==> config.mk <==
export PLATFORM = sky130hd
export DESIGN_NAME = sqvg_ctrl
export DESIGN_NICKNAME = d
export VERILOG_FILES = /design/src/sqvg_pkg.sv /design/src/sqvg_ctrl.sv
export SDC_FILE = /design/constraint.sdc
export NUM_CORES = 1
export LEC_CHECK = 0
export BUFFER_PORTS_ARGS = -buffer_cell sky130_fd_sc_hd__buf_2
export CORE_AREA = 2 2 39 41
export CTS_BUF_LIST = sky130_fd_sc_hd__clkbuf_8
export CTS_CLUSTER_DIAMETER = 150
export CTS_CLUSTER_SIZE = 10
export DETAILED_ROUTE_END_ITERATION = 10
export DIE_AREA = 0 0 41 43
export PLACE_DENSITY = 0.75
export SLEW_MARGIN = 0
export SYNTH_ARGS = -nofsm -noshare
export SYNTH_HDL_FRONTEND = slang
export SYNTH_SLANG_ARGS = --single-unit
export TNS_END_PERCENT = 1
==> constraint.sdc <==
create_clock -name clk -period 2 [get_ports clk]
set_clock_uncertainty 0.15 [all_clocks]
set_input_delay 0.6 -clock clk [delete_from_list [all_inputs] [get_ports clk]]
set_output_delay 0.6 -clock clk [all_outputs]
set_load 0.1 [all_outputs]
==> src/sqvg_pkg.sv <==
// Shared types and codes for the sprite quad vertex generator.
// No dependencies; imported by the controller, datapath, top unit and testbench.
package sqvg_pkg;

  localparam logic [1:0] KIND_SPRITE   = 2'd0;
  localparam logic [1:0] KIND_SHAPE    = 2'd1;
  localparam logic [1:0] KIND_TRIANGLE = 2'd2;

  localparam logic [1:0] REG_VIEW_LEFT   = 2'd0;
  localparam logic [1:0] REG_VIEW_RIGHT  = 2'd1;
  localparam logic [1:0] REG_VIEW_TOP    = 2'd2;
  localparam logic [1:0] REG_VIEW_BOTTOM = 2'd3;

  // datapath step codes issued by the controller
  localparam logic [3:0] STEP_NONE = 4'd0;
  localparam logic [3:0] STEP_TAB0 = 4'd1;
  localparam logic [3:0] STEP_TAB1 = 4'd2;
  localparam logic [3:0] STEP_M1   = 4'd3;
  localparam logic [3:0] STEP_M2   = 4'd4;
  localparam logic [3:0] STEP_M3   = 4'd5;
  localparam logic [3:0] STEP_M4   = 4'd6;
  localparam logic [3:0] STEP_M5   = 4'd7;
  localparam logic [3:0] STEP_M6   = 4'd8;
  localparam logic [3:0] STEP_M7   = 4'd9;
  localparam logic [3:0] STEP_M8   = 4'd10;
  localparam logic [3:0] STEP_M9   = 4'd11;
  localparam logic [3:0] STEP_DIV  = 4'd12;

  // pi/2 in Q2.30
  localparam logic [63:0] HALF_PI_Q30 = 64'd1686629713;

  typedef struct packed {
    logic [1:0]         primitive_kind;
    logic signed [31:0] pos_x;
    logic signed [31:0] pos_y;
    logic [31:0]        size_pair;
    logic [31:0]        scale_pair;
    logic [31:0]        pivot_pair;
    logic [15:0]        angle;
    logic [31:0]        u_pair;
    logic [31:0]        v_pair;
    logic [1:0]         flip_bits;
    logic [31:0]        color_rgba;
    logic               frame_start;
  } cmd_word_t;

  typedef struct packed {
    logic signed [15:0] clip_x;
    logic signed [15:0] clip_y;
    logic [15:0]        tex_u;
    logic [15:0]        tex_v;
    logic [31:0]        vertex_color;
    logic [15:0]        vertex_address;
    logic               overflow;
    logic               last_vertex;
  } vertex_word_t;

  typedef struct packed {
    logic       load;
    logic [3:0] step;
    logic [2:0] vtx;
    logic       last;
    logic       push;
  } ctrl_cmd_t;

  typedef struct packed {
    logic triangle;
    logic div_busy;
    logic out_free;
  } dp_status_t;

endpackage

==> src/sqvg_ctrl.sv <==
// Sequencer for the vertex datapath: table setup, multiply steps, divide, push.
// Depends on sqvg_pkg.
module sqvg_ctrl
  import sqvg_pkg::*;
(
  input  logic       clk,
  input  logic       rst,
  input  logic       in_valid,
  output logic       in_ready,
  output ctrl_cmd_t  cmd,
  input  dp_status_t status
);

  localparam logic [3:0] S_IDLE = 4'd0;
  localparam logic [3:0] S_TAB0 = 4'd1;
  localparam logic [3:0] S_TAB1 = 4'd2;
  localparam logic [3:0] S_M1   = 4'd3;
  localparam logic [3:0] S_M2   = 4'd4;
  localparam logic [3:0] S_M3   = 4'd5;
  localparam logic [3:0] S_M4   = 4'd6;
  localparam logic [3:0] S_M5   = 4'd7;
  localparam logic [3:0] S_M6   = 4'd8;
  localparam logic [3:0] S_M7   = 4'd9;
  localparam logic [3:0] S_M8   = 4'd10;
  localparam logic [3:0] S_M9   = 4'd11;
  localparam logic [3:0] S_DIV  = 4'd12;
  localparam logic [3:0] S_WAIT = 4'd13;
  localparam logic [3:0] S_PUSH = 4'd14;

  logic [3:0] state;
  logic [3:0] state_next;
  logic [2:0] vtx;
  logic [2:0] vtx_next;
  logic       last;

  assign last = vtx == (status.triangle ? 3'd2 : 3'd5);

  always_comb begin
    state_next = state;
    vtx_next   = vtx;
    in_ready   = 1'b0;
    cmd        = '0;
    cmd.vtx    = vtx;
    cmd.last   = last;
    unique case (state)
      S_IDLE: begin
        in_ready = 1'b1;
        cmd.load = in_valid;
        vtx_next = 3'd0;
        if (in_valid) state_next = S_TAB0;
      end
      S_TAB0: begin cmd.step = STEP_TAB0; state_next = S_TAB1; end
      S_TAB1: begin cmd.step = STEP_TAB1; state_next = S_M1; end
      S_M1:   begin cmd.step = STEP_M1; state_next = S_M2; end
      S_M2:   begin cmd.step = STEP_M2; state_next = S_M3; end
      S_M3:   begin cmd.step = STEP_M3; state_next = S_M4; end
      S_M4:   begin cmd.step = STEP_M4; state_next = S_M5; end
      S_M5:   begin cmd.step = STEP_M5; state_next = S_M6; end
      S_M6:   begin cmd.step = STEP_M6; state_next = S_M7; end
      S_M7:   begin cmd.step = STEP_M7; state_next = S_M8; end
      S_M8:   begin cmd.step = STEP_M8; state_next = S_M9; end
      S_M9:   begin cmd.step = STEP_M9; state_next = S_DIV; end
      S_DIV:  begin cmd.step = STEP_DIV; state_next = S_WAIT; end
      S_WAIT: begin
        if (!status.div_busy) state_next = S_PUSH;
      end
      S_PUSH: begin
        if (status.out_free) begin
          cmd.push = 1'b1;
          if (last) begin
            state_next = S_IDLE;
          end else begin
            vtx_next   = vtx + 3'd1;
            state_next = S_M1;
          end
        end
      end
      default: state_next = S_IDLE;
    endcase
  end

  always_ff @(posedge clk) begin
    if (rst) begin
      state <= S_IDLE;
      vtx   <= 3'd0;
    end else begin
      state <= state_next;
      vtx   <= vtx_next;
    end
  end

endmodule

==> flow_metrics.env, run 1 <==
export IMPL_outcome="finished with violations"
export IMPL_violations="setup timing"
export IMPL_grt_use_total=0.178
export IMPL_overflow=0
export IMPL_final_util=0.656
export IMPL_drt_initial_drc_count=1
export IMPL_vdd_ir_drop_worst_mv=0.489
export IMPL_cts_max_path_buffers=2
export IMPL_synth_warnings=0
export IMPL_arrival_ps=1510
export IMPL_cts_sink_count=7
export IMPL_fp_dieH_um=43
export IMPL_port_buffer_count=16
export IMPL_fmax_mhz=443
export IMPL_hpwl_um=1000
export IMPL_dpl_cell_count=103
export IMPL_synth_top_cells_by_area="dfxtp_1 28%, nor2_1 5.2%, a21oi_1 5.0%, a21boi_0 4.5%, nand3b_1 4.5%"
export IMPL_cp_data_required_time_ps=1250
export IMPL_netlist_top_cell_by_area="dfxtp_1"
export IMPL_synth_seq_cells=7
export IMPL_ys_types=31
export IMPL_grtUsageMet2=0.288
export IMPL_wirelength_mm=1.23
export IMPL_fin_total_pwr_uw=651
export IMPL_die_area_um2=1760
export IMPL_cts_root_buf="clkbuf_8"
export IMPL_ys_flop_type="dfxtp_1"
export IMPL_synthAdderAreaFrac=0.0249
export IMPL_endpoint_kind="output port"
export IMPL_num_rows=14
export IMPL_path_max_fanout=3
export IMPL_syn_nets=72
export IMPL_die_w_um=41
export IMPL_synth_xor_area_share=0
export IMPL_hold_violations=0
export IMPL_coreArea_um2=1380
export IMPL_tns_ps=-514
export IMPL_synthMuxAreaShare=0.0423
export IMPL_rsz0062_at_grt="true"
export IMPL_grt_max_degree=11
export IMPL_power_density_nw_per_um2=717
export IMPL_grt_busiest_layer="met2"
export IMPL_ios=17
export IMPL_fin_cells=107
export IMPL_gp_congestion=0.776
export IMPL_synthesis_area_um2=503
export IMPL_finalCritPeriodShare=1.13
export IMPL_wl_per_cell_um=11.5
export IMPL_avgSynthCellArea_um2=7.74
export IMPL_htreeDepth=1
export IMPL_fin_ws_ps=-257
export IMPL_vias_per_cell=5.25
export IMPL_synth_compound_area_share=0.256
export IMPL_use_met3=0.0785
export IMPL_antenna_found_initial=0
export IMPL_path_clk_slew_ps=40
export IMPL_yosys_area_share_simple=0.306
export IMPL_synth_top_cell_area_share=0.279
export IMPL_num_vias=562
export IMPL_nNetsFinal=99
export IMPL_first_pass_iters=4
export IMPL_synth_commonest_cells="7 x dfxtp_1, 7 x nor2_1, 5 x a21oi_1, 5 x nand2_1, 4 x nand3_1"
export IMPL_max_slew_margin=0.680
export IMPL_seq_area_frac_synth=0.279
export IMPL_whs_ps=372
export IMPL_hp_class="flop to flop"
export IMPL_setup_viol_count_final=5
export IMPL_synth_edf_count=0
export IMPL_grt_pass1_vias=533
export IMPL_numCtsBuffers=3
export IMPL_hold_buffers=0
export IMPL_grt_pass1_wl_mm=2.16
export IMPL_slew_violations=0
export IMPL_antenna_cells=0
export IMPL_startpoint_type="flop"
export IMPL_tightest_slew_ps=484
export IMPL_synth_cells=65
export IMPL_maxCapViolations=0
export IMPL_finalCriticalPeriod_ps=2260
export IMPL_p_leak_nw=0.367
export IMPL_synthArstFlopShare=0
export IMPL_path_class="flop to output port"
export IMPL_drive_gt1_frac=0.495
export IMPL_syn_to_final_growth_pct=80.6
export IMPL_initial_utilization=0.363
export IMPL_clock_latency_ps=220
export IMPL_route_antenna_remaining_nets=0
export IMPL_grt_use_met1=0.207
export IMPL_synth_top_family_by_area="simple AND/OR/NAND/NOR gates"
export IMPL_drc_errors=0
export IMPL_cts_tree="built"
## logic make-up after synthesis
logic type               count (synthesis)
adder cells (fa/ha/maj)                  1
multiplexers                             2
flip-flops                               7
buffers and inverters                    9
AND/OR/NAND/NOR                         28
AO/OA/AOI/OAI                           18
## per-stage QoR
step	setup WS, ps	cell area (µm²)
after floorplan	-209	554
after global placement	-49.4	831
after detailed placement	-85.0	831
after CTS	-265	908
after global routing	-301	908
final	-257	908
## path summary, 6_finish.rpt
| path | startpoint | to | slack, ps | cells past startpoint |
|---|---|---|---|---|
| setup reg to reg | state[0]$_SDFFE_PP0P_ | vtx[2]$_SDFFE_PP0P_ | 170 | 5 |
| hold / removal | vtx[1]$_SDFFE_PP0P_ | vtx[1]$_SDFFE_PP0P_ | 370 | 2 |
| hold reg to reg | vtx[1]$_SDFFE_PP0P_ | vtx[1]$_SDFFE_PP0P_ | 370 | 2 |
| setup / recovery | state[0]$_SDFFE_PP0P_ | cmd[9] | -260 | 5 |
## routing by layer
metal  vias up  wire, µm
met2        10       676
met4         0         0
li1        285         -
met5         -         0
met3         0        62
met1       267       496
## what timing repair did
item,in CTS,in global routing
resized for setup,5,0
pin swaps,3,0
cloned,0,0
endpoints found under the setup margin,6,5
buffers inserted,0,0
## cells in the final DEF, fill, tap and decap left out, types with 3 or more instances in the layout
cell type	netlist	final
dfxtp_1	7	4
inv_1	2	3
nand3b_1	3	3
o21ai_0	3	3
buf_12	0	8
a21oi_1	5	4
nor2_1	7	6
buf_2	3	7
nand3_1	4	4
nand2_1	5	5
buf_4	2	12
dfxtp_4	0	3
clkbuf_8	0	3
## state kept, by name (all words and copies together) (netlist names)
name,cells
state,4
vtx,3
## power by group
part	total, mW	internal, mW	switching (mW)
Combinational	0.317	0.127	0.191
Clock	0.187	0.132	0.0552
Sequential	0.147	0.143	0.00335
Total	0.651	0.402	0.249
## final cells by class
cell class / instances / area, µm²
multi-input combinational: 49 / 372
tap: 16 / 20.0
inverter: 3 / 23.8
sequential: 7 / 151
clock inverter: 1 / 3.75
timing repair buffer: 28 / 297
fill: 107 / 475
clock buffer: 3 / 41.3
## worst max-delay path: stages (launching register included)
cell	delay (ps)
dfxtp_1	300
or2_1	240
or3_4	380
clkinv_8	60
and2_4	140
buf_12	160
Power figures use the tool's default switching activity.
==> inputs of run 2 (changes only) <==
--- a/config.mk
+++ b/config.mk
@@ -7,12 +7,12 @@
 export LEC_CHECK = 0
 export BUFFER_PORTS_ARGS = -buffer_cell sky130_fd_sc_hd__buf_2
 export CORE_AREA = 2 2 39 41
-export CTS_BUF_LIST = sky130_fd_sc_hd__clkbuf_8
+export CTS_BUF_LIST = sky130_fd_sc_hd__clkbuf_2 sky130_fd_sc_hd__clkbuf_4 sky130_fd_sc_hd__clkbuf_8
 export CTS_CLUSTER_DIAMETER = 150
-export CTS_CLUSTER_SIZE = 10
 export DETAILED_ROUTE_END_ITERATION = 10
 export DIE_AREA = 0 0 41 43
 export PLACE_DENSITY = 0.75
+export SKIP_CTS_REPAIR_TIMING = 1
 export SLEW_MARGIN = 0
 export SYNTH_ARGS = -nofsm -noshare
 export SYNTH_HDL_FRONTEND = slang
==> run 2 against run 1 <==
- the run still ends with setup timing left
- fmax fell by 1.2%
- combinational power is essentially flat
- cell count stayed put
- core utilization fell by 0.81 points
- non-clock buffer count unchanged
- first-iteration DRC count increased to 6.0 times the previous value
- sequential cell count did not move
- register-to-register slack about the same
- clock power shrank 26%
==> flow_metrics.env, run 2 (same netlist as run 1, synthesis figures left out) <==
export IMPL_outcome="finished with violations"
export IMPL_violations="setup timing"
export IMPL_endpoint_kind="output port"
export IMPL_initial_utilization=0.363
export IMPL_cts_root_buf="clkbuf_4"
export IMPL_antenna_cells=0
export IMPL_path_clk_slew_ps=50
export IMPL_finalCriticalPeriod_ps=2290
export IMPL_drc_errors=0
export IMPL_cp_data_required_time_ps=1250
export IMPL_port_buffer_count=16
export IMPL_antenna_found_initial=0
export IMPL_hold_violations=0
export IMPL_worstReg2RegEnd="vtx[2]$_SDFFE_PP0P_"
export IMPL_path_max_fanout=3
export IMPL_drt_initial_drc_count=6
export IMPL_arrival_ps=1540
export IMPL_die_w_um=41
export IMPL_fp_dieH_um=43
export IMPL_path_class="flop to output port"
export IMPL_tightest_slew_ps=484
export IMPL_crit_start="state[0]$_SDFFE_PP0P_"
export IMPL_r2r_start="state[0]$_SDFFE_PP0P_"
export IMPL_max_slew_margin=0.680
export IMPL_hold_depth=2
export IMPL_largestRegisters="state (4), vtx (3)"
export IMPL_htreeDepth=1
export IMPL_num_vias=581
export IMPL_grt_max_degree=11
export IMPL_first_pass_iters=4
export IMPL_route_antenna_remaining_nets=0
export IMPL_largest_register_ffs=4
export IMPL_syn_to_final_growth_pct=78.4
export IMPL_grt_pass1_wl_mm=2.13
export IMPL_grt_pass1_vias=525
export IMPL_vdd_ir_drop_worst_mv=0.491
export IMPL_cts_max_path_buffers=2
export IMPL_wirelength_mm=1.24
export IMPL_overflow=0
export IMPL_p_leak_nw=0.359
export IMPL_final_cell_mix="11 x buf_4, 8 x buf_12, 7 x buf_2"
export IMPL_cts_tree="built"
export IMPL_cts_sink_count=7
export IMPL_grt_use_total=0.175
export IMPL_gp_congestion=0.776
export IMPL_hp_start="vtx[1]$_SDFFE_PP0P_"
export IMPL_r2r_slack_ps=170
export IMPL_vias_per_cell=5.43
export IMPL_hpwl_um=1000
export IMPL_clock_latency_ps=250
export IMPL_die_area_um2=1760
export IMPL_num_rows=14
export IMPL_wl_per_cell_um=11.6
export IMPL_rsz0062_at_grt="true"
export IMPL_nNetsFinal=99
export IMPL_ios=17
export IMPL_power_density_nw_per_um2=671
export IMPL_startpoint_type="flop"
export IMPL_whs_endpoint="vtx[1]$_SDFFE_PP0P_"
export IMPL_finalCritPeriodShare=1.14
export IMPL_numCtsBuffers=3
export IMPL_fin_ws_ps=-285
export IMPL_r2r_cells=5
export IMPL_coreArea_um2=1380
export IMPL_fin_total_pwr_uw=602
export IMPL_hp_class="flop to flop"
export IMPL_setup_viol_count_final=5
export IMPL_maxCapViolations=0
export IMPL_dpl_cell_count=103
export IMPL_max_flop_register="state"
export IMPL_drive_gt1_frac=0.505
export IMPL_pre_cts_ws_ps=-85.0
export IMPL_fin_cells=107
export IMPL_final_common_cell="buf_4"
export IMPL_fmax_mhz=438
export IMPL_slew_violations=0
-- run 2: worst max-delay path by stage --
stage                                      to  depth (start not counted)
final                                  cmd[9]                          5
after global routing                   cmd[9]                          5
after CTS                              cmd[9]                          5
after detailed placement  vtx[2]$_SDFFE_PP0P_                          6
after global placement                 cmd[1]                          3
after floorplan                        cmd[9]                          4
-- run 2: power by group --
part	total [mW]	switching, mW	internal [mW]	leakage (nW)
combinational	0.318	0.190	0.127	0.281
sequential	0.146	0.00357	0.143	0.0593
clock	0.138	0.0485	0.0894	0.0184
total	0.602	0.243	0.359	0.359
-- run 2: per-layer routing --
metal,up-vias,GRT usage,wire (µm)
met5,-,0,0
met4,0,0.0400,0
met3,0,0.0785,72
met2,17,0.284,680
met1,277,0.201,490
li1,287,-,-
-- run 2: critical path: stages, from the launching register on --
cell,delay (ps)
dfxtp_1,310
or2_1,240
or3_4,380
clkinv_8,60
and2_4,130
buf_12,160
-- run 2: area by class of cell --
cell class | count | area, µm²
repair buffers | 28 | 300
fillers | 110 | 487
well taps | 16 | 20.0
inverters | 3 | 23.8
flip-flops and latches | 7 | 151
multi-input cells | 49 | 372
clock buffers | 4 | 30.0
-- run 2: stage by stage --
step | area (µm²) | TNS [ps] | util | hold WS (ps)
after detailed placement | 831 | -146 | 0.600 | 361
after global routing | 897 | -963 | 0.648 | 402
after global placement | 831 | -56.4 | 0.600 | 344
final | 897 | -654 | 0.648 | 374
after CTS | 861 | -814 | 0.622 | 370
after floorplan | 554 | -945 | - | 366
==> inputs of run 3 (changes only) <==
==> constraint.sdc (replaced) <==
create_clock -name clk -period 2 [get_ports clk]
set_clock_uncertainty 0.15 [all_clocks]
set_input_delay 0.1 -clock clk [delete_from_list [all_inputs] [get_ports clk]]
set_output_delay 0.1 -clock clk [all_outputs]
set_load 0.1 [all_outputs]
==> run 3 against run 2 <==
- the flow now finishes without violations
- worst hold slack lost 340 ps
- clock power grew 10%
- via count decreased by 8.1%
- critical path type unchanged
- sequential cell count stayed put
- combinational power is 26% lower
- die area unchanged
==> flow_metrics.env, run 3 (same netlist as run 1, synthesis figures left out) <==
export IMPL_outcome="finished, final reports clean"
export IMPL_finalCritPeriodShare=0.956
export IMPL_cts_sink_count=7
export IMPL_first_pass_iters=4
export IMPL_largestRegisters="state (4), vtx (3)"
export IMPL_initial_utilization=0.363
export IMPL_maxCapViolations=0
export IMPL_cts_root_buf="clkbuf_4"
export IMPL_drt_initial_drc_count=4
export IMPL_vias_per_cell=5.39
export IMPL_worstPathCellList="or2_1 -> or3_4 -> clkinv_2 -> and2_4 -> buf_12"
export IMPL_overflow=0
export IMPL_wl_per_cell_um=12.2
export IMPL_cpPeakStageDelay_ps=360
export IMPL_cts_tree="built"
export IMPL_hpwl_um=915
export IMPL_wirelength_mm=1.21
export IMPL_hp_class="input port to flop"
export IMPL_arrival_ps=1660
export IMPL_clock_latency_ps=260
export IMPL_numCtsBuffers=3
export IMPL_grt_use_total=0.168
export IMPL_finalCriticalPeriod_ps=1910
export IMPL_drive_gt1_frac=0.373
export IMPL_slew_violations=0
export IMPL_crit_buf_inv=2
export IMPL_path_clk_slew_ps=60
export IMPL_num_vias=534
export IMPL_tightest_slew_ps=484
export IMPL_coreArea_um2=1380
export IMPL_route_antenna_remaining_nets=0
export IMPL_path_max_fanout=7
export IMPL_setup_viol_count_final=0
export IMPL_max_slew_margin=0.679
export IMPL_grt_pass1_wl_mm=1.95
export IMPL_power_density_nw_per_um2=791
export IMPL_fmax_mhz=523
export IMPL_ios=17
export IMPL_nNetsFinal=91
export IMPL_largest_register_ffs=4
export IMPL_antenna_found_initial=0
export IMPL_die_w_um=41
export IMPL_grt_max_degree=12
export IMPL_p_leak_nw=0.289
export IMPL_htreeDepth=1
export IMPL_final_cell_mix="13 x buf_2, 6 x nor2_1, 6 x dfxtp_1"
export IMPL_cp_slowest_cell="or3_4"
export IMPL_vdd_ir_drop_worst_mv=0.381
export IMPL_r2r_slack_ps=170
export IMPL_rsz0062_at_grt="false"
export IMPL_gp_congestion=0.796
export IMPL_grt_pass1_vias=472
export IMPL_cp_data_required_time_ps=1750
export IMPL_final_common_cell="buf_2"
export IMPL_fp_dieH_um=43
export IMPL_tns_ps=0
export IMPL_startpoint_type="flop"
export IMPL_path_class="flop to output port"
export IMPL_endpoint_kind="output port"
export IMPL_antenna_cells=0
export IMPL_port_buffer_count=16
export IMPL_pre_cts_ws_ps=198
export IMPL_die_area_um2=1760
export IMPL_syn_to_final_growth_pct=35.8
export IMPL_fin_ws_ps=87.0
export IMPL_num_rows=14
export IMPL_hold_violations=0
export IMPL_drc_errors=0
export IMPL_cts_max_path_buffers=2
export IMPL_max_flop_register="state"
export IMPL_crit_family="simple AND/OR/NAND/NOR gates"
## run 3: changes by cell type in the layout (fill, tap and decap cells not counted), sizes merged
cell         delta
buf             -9
dlygate4sd3     +1
## run 3: cell type report
type	instances	area [µm²]
Timing Repair Buffer	20	158
Inverter	3	12.5
Fill cell	145	701
Tap cell	16	20.0
Clock buffer	4	30.0
Multi-Input combinational cell	49	322
Sequential cell	7	141
## run 3: final timing paths
kind / startpoint / endpoint / cells after the start
worst max register to register: state[1]$_SDFFE_PP0P_ / vtx[0]$_SDFFE_PP0P_ / 6
worst min register to register: vtx[2]$_SDFFE_PP0P_ / vtx[2]$_SDFFE_PP0P_ / 2
worst min-delay path: status[1] / state[1]$_SDFFE_PP0P_ / 4
worst max-delay path: state[1]$_SDFFE_PP0P_ / cmd[9] / 5
## run 3: per-layer routing
| layer | GRT usage | part of all wire | up-vias |
|---|---|---|---|
| met2 | 0.263 | 0.48 | 18 |
| met4 | 0.100 | 0.024 | 0 |
| met1 | 0.189 | 0.42 | 240 |
| met3 | 0.0524 | 0.070 | 5 |
| met5 | 0 | 0 | - |
| li1 | - | - | 271 |
## run 3: power by group
group	switching, mW	leakage, nW	internal (mW)
Combinational	0.162	0.213	0.0719
Sequential	0.00824	0.0574	0.146
Clock	0.0616	0.0184	0.0903
## run 3: through the flow
| stage | hold slack, ps | cells | util | power (mW) | instance area (µm²) |
|---|---|---|---|---|---|
| global route | 49.3 | 99 | 0.494 | 0.570 | 683 |
| global placement | 226 | 94 | 0.463 | 0.386 | 641 |
| floorplan | 180 | 65 | - | 0.327 | 507 |
| CTS | -50.9 | 98 | 0.485 | 0.541 | 671 |
| finish | 32.7 | 99 | 0.494 | 0.540 | 683 |
| detailed placement | 231 | 94 | 0.463 | 0.388 | 641 |
## run 3: tightest hold or removal path, delay by kind of cell
kind	cells	cell delay (ps)
and+or+nand+nor	2	170
buffers and inverters	1	70
AOI/OAI and AO/OA	1	50
